### config.mk
export PLATFORM = sky130hd
export DESIGN_NAME = cdq_ctrl
export DESIGN_NICKNAME = d
export VERILOG_FILES = /design/src/cdq_pkg.sv /design/src/cdq_ctrl.sv
export SDC_FILE = /design/constraint.sdc
export NUM_CORES = 1
export LEC_CHECK = 0
export BUFFER_PORTS_ARGS = -buffer_cell sky130_fd_sc_hd__buf_2
export CAP_MARGIN = 20
export CORE_ASPECT_RATIO = 1.4
export CORE_UTILIZATION = 50
export CTS_CLUSTER_DIAMETER = 150
export DETAILED_ROUTE_END_ITERATION = 10
export PLACE_DENSITY_LB_ADDON = 0.3
export SLEW_MARGIN = 20
export SYNTH_ARGS = -nofsm -noshare
export SYNTH_HDL_FRONTEND = slang
export SYNTH_SLANG_ARGS = --single-unit
### constraint.sdc
create_clock -name i_clk -period 3.55 [get_ports i_clk]
set_clock_uncertainty 0.05 [all_clocks]
set_input_delay 0.71 -clock i_clk [delete_from_list [all_inputs] [get_ports i_clk]]
set_output_delay 0.71 -clock i_clk [all_outputs]
set_load 0.05 [all_outputs]
### src/cdq_pkg.sv
// ----------------------------------------------------------------------------
// cdq_pkg
// shared constants and types of the circular deque
// ----------------------------------------------------------------------------
`default_nettype none

package cdq_pkg;

    localparam int DEPTH  = 128;
    localparam int ADDR_W = (DEPTH > 1) ? $clog2(DEPTH) : 1;
    localparam int DATA_W = 32;

    localparam logic [1:0] REQ_PUSH_RIGHT = 2'd0;
    localparam logic [1:0] REQ_PUSH_LEFT  = 2'd1;
    localparam logic [1:0] REQ_POP_RIGHT  = 2'd2;
    localparam logic [1:0] REQ_POP_LEFT   = 2'd3;

    localparam logic [1:0] ST_OK    = 2'd0;
    localparam logic [1:0] ST_FULL  = 2'd1;
    localparam logic [1:0] ST_EMPTY = 2'd2;

    typedef struct packed {
        logic              we;
        logic              re;
        logic [ADDR_W-1:0] addr;
        logic [DATA_W-1:0] wdata;
    } t_mem_cmd;

    typedef struct packed {
        logic [1:0] status;
        logic       pop_ok;
    } t_req_res;

endpackage

`default_nettype wire

### src/cdq_ctrl.sv
// ----------------------------------------------------------------------------
// cdq_ctrl
// end pointers and empty flag, issues at most one ram access per accepted request
// ----------------------------------------------------------------------------
`default_nettype none

module cdq_ctrl (
    input  wire logic                          i_clk,
    input  wire logic                          i_rst_n,
    input  wire logic                          i_accept,
    input  wire logic [1:0]                    i_req,
    input  wire logic [cdq_pkg::DATA_W-1:0]    i_value,
    output      cdq_pkg::t_mem_cmd             o_cmd,
    output      cdq_pkg::t_req_res             o_res
);

    localparam logic [cdq_pkg::ADDR_W-1:0] LAST = cdq_pkg::ADDR_W'(cdq_pkg::DEPTH - 1);

    logic [cdq_pkg::ADDR_W-1:0] r_left, n_left;
    logic [cdq_pkg::ADDR_W-1:0] r_right, n_right;
    logic                       r_empty, n_empty;
    logic [cdq_pkg::ADDR_W-1:0] right_inc, right_dec, left_inc, left_dec;
    logic                       full;

    always_comb begin
        right_inc = (r_right == LAST) ? '0 : r_right + 1'b1;
        right_dec = (r_right == '0) ? LAST : r_right - 1'b1;
        left_inc  = (r_left == LAST) ? '0 : r_left + 1'b1;
        left_dec  = (r_left == '0) ? LAST : r_left - 1'b1;
        full      = !r_empty && (right_inc == r_left);
    end

    always_comb begin
        n_left      = r_left;
        n_right     = r_right;
        n_empty     = r_empty;
        o_cmd.we    = 1'b0;
        o_cmd.re    = 1'b0;
        o_cmd.addr  = '0;
        o_cmd.wdata = i_value;
        o_res.status = cdq_pkg::ST_OK;
        o_res.pop_ok = 1'b0;
        case (i_req)
            cdq_pkg::REQ_PUSH_RIGHT, cdq_pkg::REQ_PUSH_LEFT: begin
                if (full) begin
                    o_res.status = cdq_pkg::ST_FULL;
                end else begin
                    o_cmd.we = i_accept;
                    if (r_empty) begin
                        n_left     = '0;
                        n_right    = '0;
                        n_empty    = 1'b0;
                        o_cmd.addr = '0;
                    end else if (i_req == cdq_pkg::REQ_PUSH_RIGHT) begin
                        n_right    = right_inc;
                        o_cmd.addr = right_inc;
                    end else begin
                        n_left     = left_dec;
                        o_cmd.addr = left_dec;
                    end
                end
            end
            cdq_pkg::REQ_POP_RIGHT, cdq_pkg::REQ_POP_LEFT: begin
                if (r_empty) begin
                    o_res.status = cdq_pkg::ST_EMPTY;
                end else begin
                    o_cmd.re     = i_accept;
                    o_res.pop_ok = 1'b1;
                    o_cmd.addr   = (i_req == cdq_pkg::REQ_POP_RIGHT) ? r_right : r_left;
                    if (r_left == r_right) begin
                        n_empty = 1'b1;
                        n_left  = '0;
                        n_right = '0;
                    end else if (i_req == cdq_pkg::REQ_POP_RIGHT) begin
                        n_right = right_dec;
                    end else begin
                        n_left = left_inc;
                    end
                end
            end
            default: begin
                o_res.status = cdq_pkg::ST_OK;
            end
        endcase
    end

    always_ff @(posedge i_clk) begin
        if (!i_rst_n) begin
            r_left  <= '0;
            r_right <= '0;
            r_empty <= 1'b1;
        end else if (i_accept) begin
            r_left  <= n_left;
            r_right <= n_right;
            r_empty <= n_empty;
        end
    end

endmodule

`default_nettype wire
==> metrics.txt, run 1 <==
measured slew at the worst slew-check pin=between 0.5 and 0.6 ns; main combinational cell family by area after synthesis=simple AND/OR/NAND/NOR gates; Wirelength per Cell=17.0 um; final hold vios=0; RSZ-0062 raised after global routing=no; Cell Pwr Density=419 nW/um2; cell area after synthesis=2060 um2; Vias=1,885; IO Pins=between 80 and 90; reg-to-reg critical path startpoint=r_right[0]; die area=4390 um2; Critical Path Sink Type=primary output; simple-gate share of the synthesized area=0.243; Syn Inst Count=just under 300; number of global-route vias before repair=approximately 1,800; IR drop worst, VDD=~0.31 mV; Die W=about 56 um; Placed Area=1890 um2; Hold Path End=r_right[1]; Buf/Inv on CP=1; CTS Buf Count=3; Crit path required time=2.79 ns; top_reg_cell synth=dfxtp_1; async set or reset register ratio after synthesis=0; delay of the slowest cell on the worst path=roughly 0.40 ns; Final HPWL DP=approximately 3800 um; Final Setup Violations=0; f_max=293 MHz; Clk Latency, worst-skew pair=0.25 ns; post-synthesis xor/xnor area fraction=0.0970; row cnt=27; crit-path cells=ha_2, xor2_1, xor2_1, a311o_1, a221oi_2, and2_1, nand2b_1, o22ai_1, buf_2; NumNets Final=300; # fillers=394; initial antenna violation count=0; Max clock buf depth=2; Crit path depth=9; I/O Buffers=16; mux share of post-synthesis cell area=0.0982; worst hold start=r_right[1]; Setup crit start kind=flop; drt drc=0; post-synth top area share=0.146; Die Y=78.0 um; CTS tree=done; slowest CP cell=dfxtp_1; fin area=approximately 1900 um2; Synth top cells by count=35 x buf_4, 34 x nand2_1, 18 x clkbuf_1, 18 x mux2i_1, 16 x nor2_1; global-route wire length before repair=just over 8000 um; #FFs+latches synth=15; Hold Crit Class=reg2reg; Compound-Gate Fraction of Synth Area=0.198; H-Tree Depth=1; largest net degree at the start of global routing=30; Post-Route WL=5130 um; crit-path max FO=7; share of cells above drive strength 1=0.147; Detail Route Antenna Nets=0; Initial DRC Count=73; capturing point of the worst reg2reg path=r_left[6]; most common cell in the netlist=buf_4; Setup TNS=0 ns; hold depth=2; DR pass1 iterations=4; synth warn=0; gp weighted congestion=0.920; total track usage=0.239; cts hold-fix bufs=0; status=complete, no violations; WP data arrival=2.65 ns; vias per cell=6.26; slew margin rel.=0.654; fin crit period=approximately 3.4 ns; Area Overhead vs Synth=-5.58%; # diodes=0; Clock transition at path regs=0.07 ns; Cell variety after synth=51; syn avg cell area=7.14 um2; Max Cap Viol=0; number of flops mapped to enable cells by yosys=0; kind of critical path=reg2out; clk sinks=15; Leak=0.000778 uW; Core Util, Final=0.493; Mapped Nets=between 300 and 400; FF-to-FF setup slack=0.93 ns; CTS root buf=clkbuf_8; GRT overflow=0; Synth Area in Adders=0.0243; Overall Power=between 800 and 900 uW; CP delay by family, top=compound AO/OA/AOI/OAI gates; FF-to-FF path depth=9; Pins Over Slew Limit=0; most used cell along the critical path=xor2_1; register area share after synthesis=0.146; Final period util=0.960; cell taking the most area after synthesis=dfxtp_1; Area contributors post-synth=dfxtp_1 15%, buf_4 13%, mux2i_1 8.7%; initial core utilization=0.522; Core ar.=3950 um2
-- cell families (layout without fill, tap and decap cells) --
group	after synthesis	in the layout
flops	15	15
mux	20	20
fa+ha+maj	4	4
buf+inv	68	37
xor+xnor	22	22
compound gates	58	58
simple gates	102	102
-- power by group --
part	internal (uW)	switching [uW]	total, uW
registers	186	44.6	231
logic	175	263	438
clock network	79.6	68.3	148
-- tightest hold or removal path, stage by stage (launching register included) --
cell	delay (ns)
dfxtp_2	0.36
nand2_1	0.06
mux2i_1	0.06
-- metrics by stage --
step | cells | hold slack [ns] | setup WS, ns
2_1_floorplan | 289 | 0.458 | 0.0945
3_3_place_gp | 297 | 0.503 | 0.400
3_5_place_dp | 297 | 0.503 | 0.357
4_1_cts | 301 | 0.515 | 0.0626
5_1_grt | 301 | 0.492 | 0.0161
6_report | 301 | 0.470 | 0.143
-- worst max path at each step --
stage                     end       start
floorplan           o_cmd[36]  r_right[0]
global placement    o_cmd[36]  r_right[1]
detailed placement  o_cmd[36]  r_right[1]
CTS                 o_cmd[36]  r_right[1]
global route        o_cmd[34]  r_right[0]
finish              o_cmd[37]  r_right[0]
-- placed cells by master (no fill, tap or decap), types with 4 or more instances in the layout --
master    netlist  layout
dfxtp_1        15      12
a21oi_1         9       9
xor2_1          6       6
nand4_1         4       4
or3_1           5       5
and3_1          6       6
nand2_1        34      34
buf_4          35       9
xnor2_1        15      15
nor3_1          7       7
buf_2           3      14
o22ai_1         8       8
mux2i_1        18      18
inv_1           9       9
nand2b_1        4       4
o221ai_1        5       5
o21ai_0         9       9
nand3_1        11      11
nor2_1         16      16
and2_1          5       5
o211ai_1        5       5
-- final cells by class --
type / instances / area, um2 / share of cell area
well taps: 43 / 53.8 / 0.0276
flip-flops and latches: 15 / 304 / 0.156
multi-input cells: 206 / 1370 / 0.701
repair buffers: 24 / 145 / 0.0745
inverters: 9 / 33.8 / 0.0173
clock buffers: 4 / 45.0 / 0.0231
-- repair_timing --
| action | CTS | global route |
|---|---|---|
| buffers inserted | 0 | 0 |
| endpoints found under the setup margin | 0 | 5 |
| gates resized for setup | 0 | 7 |
-- per-layer routing --
metal	global-route usage	wire, um
met1	0.280	2200
met3	0.0367	307
met4	0.141	215
met2	0.405	2410
met5	0	0
-- state kept, by name, indices dropped and copies added, names as in the netlist --
name / flops
r_empty: 1
r_left: 7
r_right: 7
(Power assumes the default switching activity.)
==> inputs of run 2 (changes only) <==
- CORE_UTILIZATION: 50 -> 51
- CTS_BUF_LIST: not set -> sky130_fd_sc_hd__clkbuf_2
- clock period: 3.55 -> 3.23 ns (I/O delays scaled with it)
==> run 2 against run 1 <==
Compared with the run above: clock-buffer cell count did not move; design area rose by 8.5%; hold slack got worse by 0.0047 ns; setup slack got worse by 0.045 ns; via count rose by 4.4%; critical path depth did not move; critical path type unchanged; highest routed layer unchanged.
==> metrics.txt, run 2 (synthesis results as in run 1) <==
Final HPWL DP=4100 um; gp weighted congestion=roughly 0.9; CTS Buf Count=3; DR pass1 iterations=4; IO Pins=81; measured slew at the worst slew-check pin=approximately 0.52 ns; clk sinks=15; CTS tree=done; crit-path max FO=6; die area=4310 um2; Core ar.=3920 um2; WP data arrival=2.44 ns; Int Power=468 uW; Leak=0.000851 uW; # diodes=0; Hold Crit Class=reg2reg; kind of critical path=reg2out; share of cells above drive strength 1=0.239; I/O Buffers=16; H-Tree Depth=1; Final Setup Violations=0; Vias=a little under 2,000; f_max=319 MHz; status=complete, no violations; number of global-route vias before repair=2,006; Seq pwr share=0.264; top flop regs=r_left x7, r_right x7, r_empty x1; Detail Route Antenna Nets=0; Max Cap Viol=0; initial core utilization=0.527; Clock transition at path regs=0.19 ns; Max clock buf depth=2; Clk Latency, worst-skew pair=0.33 ns; global-route wire length before repair=9260 um; slew margin rel.=0.656; multi-input combinational cell area=1440 um2; Die W=55.8 um; IR drop worst, VDD=0.332 mV; fin crit period=around 3.1 ns; hold_ws=0.465 ns; Initial DRC Count=77; Die Y=roughly 77 um; Clock power frac=0.123; Area Overhead vs Synth=2.43%; Pins Over Slew Limit=0; Crit path required time=~2.5 ns; CTS root buf=clkbuf_2; Core Util, Final=0.539; NumNets Final=314; final hold vios=0; Net Sw Frac=0.483; switching power=438 uW; total track usage=0.267; vias per cell=6.25; row cnt=27; Cell Pwr Density=about 430 nW/um2; largest net degree at the start of global routing=30; GRT overflow=0; drt drc=0; Post-Route WL=5500 um; Final period util=0.970; # fillers=372; Wirelength per Cell=17.5 um; Gate power share=0.613; commonest non-fill, non-tap cell in the layout=nand2_1; Setup crit start kind=flop; most frequent cells in the layout=34 x nand2_1, 24 x buf_4, 18 x mux2i_1; Reg area=308 um2; initial antenna violation count=0; Critical Path Sink Type=primary output
run 2: changes by cell type in the layout (fill, tap and decap cells not counted), moves of 2 or more:
cell and change:
buf_4 +15, nor3_1 -2, a21oi_1 -2, clkbuf_8 -3
clkbuf_2 +4, buf_2 -3, ha_4 +2, ha_1 -2
a21oi_2 +2, nor3_2 +2
run 2: through the flow:
step	setup WS (ns)	instances	total power (uW)	TNS (ns)	instance area, um2
global placement	0.210	309	757	0	1990
global route	-0.0144	315	968	-0.0198	2110
floorplan	0.0105	289	738	0	2080
CTS	0.0129	314	877	0	2030
finish	0.0976	315	906	0	2110
detailed placement	0.147	309	760	0	1990
run 2: critical path, cell delays in order, from the launching register on:
cell	delay, ns
dfxtp_4	0.43
buf_4	0.15
and3_4	0.22
nor4b_2	0.05
a311o_1	0.34
a221oi_2	0.22
and2_4	0.23
a211oi_1	0.05
o21a_1	0.20
buf_2	0.21
run 2: final timing paths:
check	start	end	slack, ns	cells after the start
worst max register to register	r_right[0]	r_left[0]	0.68	9
worst min register to register	r_right[1]	r_right[1]	0.46	2
worst max-delay path	r_right[0]	o_cmd[38]	0.1	9
worst min-delay path	r_right[1]	r_right[1]	0.46	2
run 2: final cells by class:
cell class	instances	area share
multi-input cells	206	0.680
flip-flops and latches	15	0.146
repair buffers	38	0.124
well taps	43	0.0255
inverters	9	0.0160
clock buffers	4	0.00947
run 2: what timing repair did:
| action | in CTS | in global routing |
|---|---|---|
| endpoints found under the setup margin | 8 | 8 |
| cloned | 0 | 0 |
| hold buffers | 0 | 0 |
| buffers inserted | 1 | 1 |
| pin swaps | 1 | 2 |
| gates resized for setup | 6 | 20 |
run 2: per-layer routing:
layer / routed length [um] / vias to the layer above / global-route usage / share of wire
met5: 0 / - / 0 / 0
met3: 312 / 19 / 0.0304 / 0.057
met1: 2290 / 924 / 0.312 / 0.42
met4: 236 / 0 / 0.193 / 0.043
met2: 2660 / 77 / 0.445 / 0.48
li1: - / 948 / - / -
run 2: power by group through the flow:
stage | clock network (uW) | logic (uW) | registers (uW)
finish | 112 | 555 | 239
floorplan | 0 | 519 | 218
global placement | 0 | 520 | 238
global route | 118 | 608 | 243
CTS | 110 | 532 | 235
detailed placement | 0 | 522 | 238
==> inputs of run 3 (changes only) <==
- CORE_UTILIZATION: 51 -> 49
==> run 3 against run 2 <==
Compared with the run above: setup slack better by 0.0044 ns; final cell count is 0.95% lower; design area is 1.5% lower; first-iteration DRC count is 6.5% higher; global-route usage is 2.3 points lower; clock-buffer cell count is 1 lower; critical path type unchanged; hold slack better by 0.012 ns; highest routed layer unchanged; critical path depth is 1 lower; flip-flop and latch count stayed put; non-clock buffer count is 3 lower; sequential power is 3% higher; the run now ends with design-rule violations left.
==> metrics.txt, run 3 (synthesis results as in run 1) <==
status=finished with violations; violated checks=design-rule violations; Hold Crit Class=reg2reg; delay of the slowest cell on the worst path=0.53 ns; PnR worst setup slack=0.102 ns; CTS Buf Count=3; RSZ-0062 raised after global routing=no; share of cells above drive strength 1=0.227; drt drc=16; IO Pins=81; row cnt=27; Int Power=approximately 450 uW; Clock transition at path regs=0.19 ns; Non-Filler Instances=312; Initial DRC Count=82; commonest non-fill, non-tap cell in the layout=nand2_1; IR drop worst, VDD=0.205 mV; # fillers=402; crit-path max FO=8; DP Cell Count=about 310; NumNets Final=between 300 and 400; die area=4480 um2; Core ar.=between 3000 and 4000 um2; Die W=56.8 um; Setup crit start kind=flop; most frequent cells in the layout=34 x nand2_1, 20 x buf_4, 18 x mux2i_1; Leak=~0.00084 uW; Die Y=78.8 um; I/O Buffers=16; dpl ws=0.112 ns; global-route wire length before repair=8620 um; Max clock buf depth=2; Crit path required time=2.53 ns; Detail Route Antenna Nets=0; Final period util=0.968; switching power=roughly 440 uW; Critical Path Sink Type=primary output; Wirelength per Cell=around 17 um; fin crit period=3.13 ns; Final HPWL DP=3950 um; H-Tree Depth=1; Post-Route WL=between 5000 and 6000 um; Gate power share=0.601; Max Cap Viol=0; Cell Pwr Density=426 nW/um2; Area Overhead vs Synth=0.849%; hold_ws=0.477 ns; WP data arrival=around 2.4 ns; top flop regs=r_left x7, r_right x7, r_empty x1; final hold vios=0; Clk Latency, worst-skew pair=0.32 ns; gp weighted congestion=0.983; CTS root buf=clkbuf_2; Final Setup Violations=0; multi-input combinational cell area=roughly 1400 um2; Reg area=310 um2; # diodes=0; initial antenna violation count=0; Seq pwr share=0.278; number of global-route vias before repair=1,829; kind of critical path=reg2out; DR pass1 iterations=7; slowest CP cell=dfxtp_1; measured slew at the worst slew-check pin=~0.51 ns; Vias=1,947; GRT overflow=0; largest net degree at the start of global routing=30; vias per cell=6.24; Setup TNS=0 ns; crit-path cells=xnor2_1, xor2_1, nor2_1, and3_1, and2_4, or3_1, a21oi_2, buf_4; initial core utilization=0.518; Pins Over Slew Limit=0; clk sinks=15; total track usage=0.245; Clock power frac=0.121; slew margin rel.=0.661; Net Sw Frac=0.491; cts hold-fix bufs=0; CTS tree=done; f_max=320 MHz
==> run 3: worst paths after layout <==
| check | startpoint | to | slack [ns] | depth (start not counted) |
|---|---|---|---|---|
| hold / removal | r_right[2] | r_right[2] | 0.48 | 2 |
| setup / recovery | r_right[4] | o_cmd[34] | 0.10 | 8 |
| hold reg to reg | r_right[2] | r_right[2] | 0.48 | 2 |
| setup reg to reg | r_right[2] | r_left[4] | 0.70 | 8 |
==> run 3: critical path, delay by kind of cell, from the launching register on <==
family          cells  cell delay [ns]
compound gates      1             0.12
xor+xnor            2             0.42
buf+inv             1             0.20
flops               1             0.53
simple gates        4             0.83
==> run 3: what timing repair did <==
action	4_1_cts	5_1_grt
buffers inserted	1	2
cloned	0	0
resized for setup	8	14
pin swaps	1	1
endpoints found under the setup margin	8	8
==> run 3: per-layer routing <==
metal,global-route usage,part of all wire,wire length [um]
met2,0.417,0.46,2470
met5,0,0,0
met1,0.291,0.41,2200
met3,0.0244,0.064,338
met4,0.154,0.058,308
==> run 3: per-stage QoR <==
step	utilization	power, uW	cell area [um2]
4_1_cts	0.503	859	2010
6_report	0.522	887	2080
3_3_place_gp	0.493	740	1960
5_1_grt	0.522	956	2080
3_5_place_dp	0.493	743	1960
2_1_floorplan	-	738	2080
==> run 3: power by group through the flow <==
stage	registers, uW	clock network [uW]	logic (uW)
6_report	247	107	533
5_1_grt	250	118	588
4_1_cts	243	109	506
3_5_place_dp	246	0	497
3_3_place_gp	245	0	496
2_1_floorplan	218	0	519
==> run 3: area by class of cell <==
class,instances,share of cell area
clock buffers,3,0.00722
repair buffers,35,0.114
clock inverters,1,0.00241
multi-input cells,206,0.686
flip-flops and latches,15,0.149
well taps,43,0.0259
inverters,9,0.0162
